===== src/hw/rtl/tmm_pkg.sv =====
// shared types and constants for the tile matrix multiply block
package tmm_pkg;

  localparam int TILE_WORDS = 8192;
  localparam int ADDR_W     = $clog2(TILE_WORDS);
  localparam int IDX_W      = 13;
  localparam int DIM_W      = 14;
  localparam int DATA_W     = 32;
  localparam int CMD_W      = 2;
  localparam int CFG_IDX_W  = 2;
  localparam int BASE_W     = IDX_W + DIM_W;

  // request queue between front and back
  localparam int Q_DEPTH = 4;
  localparam int Q_PTR_W = $clog2(Q_DEPTH);
  localparam int Q_CNT_W = $clog2(Q_DEPTH + 1);

  typedef enum logic [CMD_W-1:0] {
    CMD_LOAD_A  = 2'd0,
    CMD_LOAD_BT = 2'd1,
    CMD_COMPUTE = 2'd2
  } tmm_cmd_t;

  localparam logic [CFG_IDX_W-1:0] CFG_A_ROWS    = 2'd0;
  localparam logic [CFG_IDX_W-1:0] CFG_INNER_LEN = 2'd1;
  localparam logic [CFG_IDX_W-1:0] CFG_B_COLS    = 2'd2;

  localparam logic STATUS_OK    = 1'b0;
  localparam logic STATUS_RANGE = 1'b1;

  typedef struct packed {
    logic [DIM_W-1:0] a_rows;
    logic [DIM_W-1:0] inner_len;
    logic [DIM_W-1:0] b_cols;
  } tmm_cfg_t;

  typedef struct packed {
    tmm_cmd_t          cmd;
    logic [IDX_W-1:0]  idx;
    logic [DATA_W-1:0] value;
    logic [IDX_W-1:0]  row;
    logic [IDX_W-1:0]  col;
  } tmm_item_t;

  typedef struct packed {
    logic [DATA_W-1:0] dot_value;
    logic [IDX_W-1:0]  row;
    logic [IDX_W-1:0]  col;
    logic              status;
  } tmm_result_t;

endpackage


===== src/hw/rtl/tmm_front.sv =====
// front end: accepts requests, drops meaningless ones, queues the rest
module tmm_front (
  input  logic                      clk,
  input  logic                      rst,
  input  logic                      push,
  output logic                      full,
  input  logic [1:0]                command,
  input  logic [12:0]               elem_index,
  input  logic signed [31:0]        elem_value,
  input  logic [12:0]               res_row,
  input  logic [12:0]               res_col,
  output logic                      q_valid,
  output tmm_pkg::tmm_item_t        q_item,
  input  logic                      q_pop
);
  import tmm_pkg::*;

  tmm_item_t           entries [Q_DEPTH];
  logic [Q_PTR_W-1:0]  wr_ptr;
  logic [Q_PTR_W-1:0]  rd_ptr;
  logic [Q_CNT_W-1:0]  count;
  logic                keep;
  logic                wr_en;
  logic                rd_en;
  tmm_item_t           new_item;

  // loads past the store and unknown commands vanish here
  always_comb begin
    unique case (command)
      CMD_LOAD_A, CMD_LOAD_BT: keep = (32'(elem_index) < TILE_WORDS);
      CMD_COMPUTE:             keep = 1'b1;
      default:                 keep = 1'b0;
    endcase
  end

  always_comb begin
    new_item.cmd   = tmm_cmd_t'(command);
    new_item.idx   = elem_index;
    new_item.value = elem_value;
    new_item.row   = res_row;
    new_item.col   = res_col;
  end

  assign full    = (count == Q_CNT_W'(Q_DEPTH));
  assign q_valid = (count != '0);
  assign q_item  = entries[rd_ptr];
  assign wr_en   = push && !full && keep;
  assign rd_en   = q_pop && q_valid;

  always_ff @(posedge clk) begin
    if (wr_en) begin
      entries[wr_ptr] <= new_item;
    end
  end

  always_ff @(posedge clk) begin
    if (rst) begin
      wr_ptr <= '0;
      rd_ptr <= '0;
      count  <= '0;
    end else begin
      if (wr_en) begin
        wr_ptr <= wr_ptr + 1'b1;
      end
      if (rd_en) begin
        rd_ptr <= rd_ptr + 1'b1;
      end
      priority if (wr_en && !rd_en) begin
        count <= count + 1'b1;
      end else if (rd_en && !wr_en) begin
        count <= count - 1'b1;
      end
    end
  end

endmodule


===== config.mk =====
export PLATFORM = sky130hd
export DESIGN_NAME = tmm_front
export DESIGN_NICKNAME = d
export VERILOG_FILES = /design/src/hw/rtl/tmm_pkg.sv /design/src/hw/rtl/tmm_front.sv
export SDC_FILE = /design/constraint.sdc
export NUM_CORES = 1
export LEC_CHECK = 0
export BUFFER_PORTS_ARGS = -buffer_cell sky130_fd_sc_hd__buf_2
export CORE_ASPECT_RATIO = 1.25
export CORE_MARGIN = 4
export CORE_UTILIZATION = 34
export CTS_BUF_LIST = sky130_fd_sc_hd__clkbuf_4 sky130_fd_sc_hd__clkbuf_8 sky130_fd_sc_hd__clkbuf_16
export DETAILED_ROUTE_END_ITERATION = 8
export GPL_TIMING_DRIVEN = 0
export RECOVER_POWER = 50
export SETUP_SLACK_MARGIN = 0.02
export SYNTH_ARGS = -nofsm -noshare
export SYNTH_HDL_FRONTEND = slang
export SYNTH_SLANG_ARGS = --single-unit

===== constraint.sdc =====
create_clock -name clk -period 4.07 [get_ports clk]
set_input_delay 0.407 -clock clk [delete_from_list [all_inputs] [get_ports clk]]
set_output_delay 0.407 -clock clk [all_outputs]
set_load 0.05 [all_outputs]

==> flow_summary.yaml, run 1 <==
run_status:
  status: "complete, no violations"
setup_path:
  critPathSlowestCell: "a211oi_1"
  cp_max_fo: 7
  rr_worst_depth: 8
  critical_path_required_ps: 4540
  startpoint_type: "flop"
  cp-end-kind: "flop"
  crit-reg2reg-launch: "count[0]"
  worstPathCellList: "nor3b_1 -> a211oi_1 -> ha_1 -> inv_1 -> fa_1 -> xor2_1 -> or3_2 -> a21oi_1"
  crit_arrival_ps: 3460
  setup.worst_path.end: "count[2]"
  slowest_delay_ps: 850
  regToRegEndpoint: "count[2]"
  worst-setup-path-type: "reg -> reg"
  reg2reg_slack_ps: 1070
  startpoint: "count[0]"
layout:
  nNetsFinal: 697
  fin_cells: 1048
  syn2layout_area_growth_pct: 20.00
  n_antenna_cell: 0
  nFillCells: 2788
  fin_util: 0.4154
  layout-drive-gt1-share: 0.3538
power:
  leakage_nw: 4.246
  p_per_area_nw_per_um2: 684.5
  peakVddDrop_uv: 416.8
yosys:
  avgSynthCellArea_um2: 25.72
  ys_top_cells_by_count: "edfxtp_1, mux4_2, dfxtp_1"
  synth_cell_types: 24
  synth_nets: 512
  synth_edf_count: 292
  netlist_area_um2: 11030
  synth_top_cell_by_area: "edfxtp_1"
  ys_top_cells_by_area: "edfxtp_1, mux4_2, dfxtp_1"
  yosysSeqAreaShare: 0.8110
  syn_inst: 429
  synthFlopType: "edfxtp_1"
  synth.most_common_cell: "edfxtp_1"
  ys_async_sr_fraction: 0
  yosysTopAreaCellShare: 0.7946
  yosysWarnings: 0
  ys_seq_elements: 301
timing:
  worst_pin_slew_ps: 1032
  slew_headroom: 0.3080
  max_freq_mhz: 333.6
  hold_viol_final: 0
  finalCritPeriodShare: 0.7365
  maxSlewViolCount: 0
  setup_viol: 0
  grt_setup_unrepaired: "false"
  period_minus_slack_ps: 2998
  clock_skew_ps: 7.422
  holdWs_ps: 127.6
  totalNegativeSetupSlack_ps: 0
placement:
  hpwl_um: 13480
  dp_cells: 995
  io_buffers: 150
  place.gp.congestion: 0.6786
routing:
  wire_per_inst_um: 20.29
  drtIter0Drc: 274
  drt-total-wl_um: 21270
  met1_length_um: 8423
  drtAntennaViolNets: 0
  vias_per_cell: 4.721
  firstDrtPassIters: 5
  drc_errors: 0
  num_vias: 4948
  wl_met2_um: 11140
  dr.max_layer_used: "met5"
  met3_length_um: 1200
grt:
  antenna_found_initial: 3
  grt_max_degree: 57
  grt-ovfl-total: 0
  track_usage: 0.1191
  grt_pass1_vias: 5535
  grt_pass1_wl_um: 32600
clock_network:
  tritoncts: "yes"
  cts_resized: 0
  postCtsSetupRepairBufs: 0
  clk_path_buf_depth: 3
  clkTransAtPathRegs_ps: 70
  cts_made_buffers: 29
  cts_hold_buffers: 0
  clkSinkCount: 301
  ctsRootBufferMaster: "clkbuf_16"
  htree_levels: 1
  clock_latency_ps: 540
floorplan:
  num_rows: 73
  io_pins: 152
  core_um2: 31880
  die_y_um: 209.4
  die_area_um2: 35420
  initial_utilization: 0.3462
  dieWidth_um: 169.1
hold_path:
  holdCritPathClass: "in -> reg"
run:
  maxCapViolCount: 0
==> through the flow <==
stage	total power, mW	cell area (um2)	worst slack (ps)
5_1_grt	9.475	13240	859.0
2_1_floorplan	5.952	11030	883.1
3_3_place_gp	6.558	12300	-481.4
3_5_place_dp	6.622	12420	1557
6_report	9.064	13240	1072
4_1_cts	9.255	13350	1438
==> kinds of logic after synthesis <==
family | Yosys count | synth area share
adder cells (fa/ha/maj) | 6 | 0.007484
buffers and inverters | 21 | 0.01349
multiplexers | 76 | 0.1522
XOR/XNOR | 4 | 0.003175
AO/OA/AOI/OAI | 5 | 0.004195
AND/OR/NAND/NOR | 16 | 0.008503
flip-flops | 301 | 0.8110
==> worst min-delay path by stage <==
| stage | endpoint | start | cells past startpoint |
|---|---|---|---|
| finish | entries[2][46] | elem_value[20] | 1 |
| global route | entries[1][19] | res_row[6] | 1 |
| CTS | entries[1][19] | res_row[6] | 1 |
| detailed placement | flop | rd_ptr[1] | 2 |
| global placement | wr_ptr[1] | wr_ptr[1] | 2 |
| floorplan | wr_ptr[1] | wr_ptr[1] | 2 |
==> per-layer routing <==
metal	global-route usage	vias to the layer above
li1	-	2213
met3	0.02826	39
met4	0.03388	6
met5	0	-
met2	0.2100	118
met1	0.1464	2572
==> critical path: cells and delay by family (launching register included) <==
kind,cells,cell delay (ps)
flip-flops,1,460
buffers and inverters,1,60
adder cells (fa/ha/maj),2,710
XOR/XNOR,1,180
AND/OR/NAND/NOR,2,510
AO/OA/AOI/OAI,2,990
==> cell usage in the layout, fill, tap and decap left out, types with 3 or more instances in the layout <==
cell type and count:
and2_4 4, buf_16 4, buf_2 84, buf_6 8, bufinv_16 3, clkbuf_1 74
clkbuf_16 29, clkinv_1 5, clkinv_2 9, clkinvlp_4 5, dfxtp_1 9, edfxtp_1 292
ha_1 5, inv_1 4, mux4_2 73, nor2_1 7, xor2_1 4
==> where the power goes <==
part	switching, mW	internal, mW
sequential	0.0679	3.66
combinational	1.87	0.869
clock	1.09	1.50
total	3.03	6.03
==> sequential cells by signal, indices dropped and copies added (netlist names), named ones only <==
register and count:
count 3, rd_ptr 2, entries 292, wr_ptr 2
==> area by class of cell <==
class                           instances  area, um2  share of cell area
Tap cell                              412      515.5             0.03893
Timing Repair Buffer                  154      769.5             0.05811
Clock buffer                           31      740.7             0.05594
Buffer                                 17      133.9             0.01011
Multi-Input combinational cell        107       1927              0.1455
Inverter                                4      15.01            0.001134
Clock inverter                         22      191.4             0.01446
Sequential cell                       301       8949              0.6758
(Power assumes the default switching activity.)
==> inputs of run 2 (changes only) <==
Clock period 4.07 ns to 2.4 ns, I/O delays scaled along.
==> run 2 against run 1 <==
Utilization rose by 2.9 points. Routed wire length rose by 0.23%. Total power rose by 76%. Die area did not move. Worst hold slack got worse by 53 ps. Non-clock buffer count rose by 74. Sequential share of layout area fell by 4.4 points. Highest routed layer is now met4.
==> flow_summary.yaml, run 2 (same netlist as run 1, synthesis figures left out) <==
run_status:
  status: "complete, no violations"
layout:
  final_cell_mix: "edfxtp_1, buf_2, clkbuf_1"
  syn2layout_area_growth_pct: 28.34
  final_common_cell: "edfxtp_1"
  layout-drive-gt1-share: 0.3254
  nFillCells: 2732
  nNetsFinal: 772
  reg_top3: "entries (292), count (3)"
  largest_reg_flops: 292
  n_antenna_cell: 0
  largest_register: "entries"
grt:
  grt_max_degree: 47
  track_usage: 0.1199
  grt_pass1_vias: 5860
  grt-ovfl-total: 0
  antenna_found_initial: 0
  grt_pass1_wl_um: 33130
hold_path:
  min_to: "rd_ptr[0]"
  hp-start: "q_pop"
  hold_depth: 4
  holdCritPathClass: "in -> reg"
timing:
  setup_viol: 0
  hold_viol_final: 0
  grt_setup_unrepaired: "true"
  finalCritPeriodShare: 0.9517
  slew_headroom: 0.6446
  worst_pin_slew_ps: 533.1
  period_minus_slack_ps: 2284
  max_freq_mhz: 437.8
  maxSlewViolCount: 0
  clock_skew_ps: 11.62
  setup_ws_ps: 115.8
floorplan:
  io_pins: 152
  initial_utilization: 0.3462
  dieWidth_um: 169.1
  die_y_um: 209.4
  core_um2: 31880
  num_rows: 73
  die_area_um2: 35420
power:
  p_per_area_nw_per_um2: 1129
  total_power_mw: 15.99
  leakage_nw: 4.626
  peakVddDrop_uv: 995.4
routing:
  vias_per_cell: 4.662
  drc_errors: 0
  num_vias: 5245
  firstDrtPassIters: 4
  drtIter0Drc: 342
  wire_per_inst_um: 18.95
  drt-total-wl_um: 21310
  drtAntennaViolNets: 0
placement:
  pre_cts_ws_ps: -194.8
  io_buffers: 150
  hpwl_um: 13040
  place.gp.congestion: 0.6970
clock_network:
  clkTransAtPathRegs_ps: 60
  htree_levels: 1
  ctsRootBufferMaster: "clkbuf_16"
  tritoncts: "yes"
  cts_made_buffers: 30
  clk_path_buf_depth: 3
  clkSinkCount: 301
  clock_latency_ps: 540
setup_path:
  reg2reg_slack_ps: 130
  crit-reg2reg-launch: "count[2]"
  regToRegEndpoint: "count[2]"
  worst-setup-path-type: "reg -> out"
  startpoint_type: "flop"
  critical_path_required_ps: 2160
  cp_max_fo: 10
  rr_worst_depth: 8
  cp-end-kind: "output pin"
  crit_arrival_ps: 2040
run:
  maxCapViolCount: 0
## run 2: per-stage QoR
stage / utilization / cell area [um2] / hold WS (ps) / instances / TNS, ps
2_1_floorplan: - / 11040 / 338.9 / 429 / 0
3_3_place_gp: 0.3862 / 12310 / 449.8 / 991 / -195850
3_5_place_dp: 0.3898 / 12420 / 458.1 / 995 / -194.8
4_1_cts: 0.4459 / 14210 / 35.06 / 1125 / 0
5_1_grt: 0.4442 / 14160 / 57.69 / 1125 / 0
6_report: 0.4442 / 14160 / 74.29 / 1125 / 0
## run 2: worst max-delay path by stage
stage,start,cells past startpoint,slack (ps),end
2_1_floorplan,count[0],3,30,entries[0][0]
3_5_place_dp,count[0],8,-190,count[2]
3_3_place_gp,count[0],3,-680,entries[1][18]
5_1_grt,flop,4,10,q_item[56]
6_report,flop,4,120,q_item[64]
4_1_cts,flop,4,20,q_item[26]
## run 2: critical path, stage by stage (launching register included)
cell and delay (ps):
dfxtp_1 350, buf_12 180, buf_8 190, mux4_2 530
buf_2 230
## run 2: per-layer routing
metal | routed length [um] | track usage
met1 | 8791 | 0.1497
met3 | 1120 | 0.02298
met2 | 10990 | 0.2114
met5 | 0 | 0
met4 | 409 | 0.03638
## run 2: final cells by class
type / instances / area, um2 / share of cell area
buffer: 17 / 181.4 / 0.01281
clock buffer: 34 / 798.3 / 0.05637
clock inverter: 22 / 239.0 / 0.01688
inverter: 4 / 15.01 / 0.001060
multi-input combinational: 107 / 1953 / 0.1379
sequential: 301 / 8951 / 0.6321
tap: 412 / 515.5 / 0.03640
timing repair buffer: 228 / 1508 / 0.1065
## run 2: where the power goes
part / switching [mW] / total (mW) / internal (mW)
sequential: 0.131 / 6.34 / 6.21
clock: 1.86 / 4.78 / 2.92
combinational: 3.23 / 4.87 / 1.64
total: 5.22 / 16.0 / 10.8
## run 2: timing repair
item	in CTS	in global routing
setup endpoints to repair	71	57
hold buffers	73	0
pin swaps	1	0
setup buffers	1	0
resized for setup	4	13
hold endpoints to repair	292	0
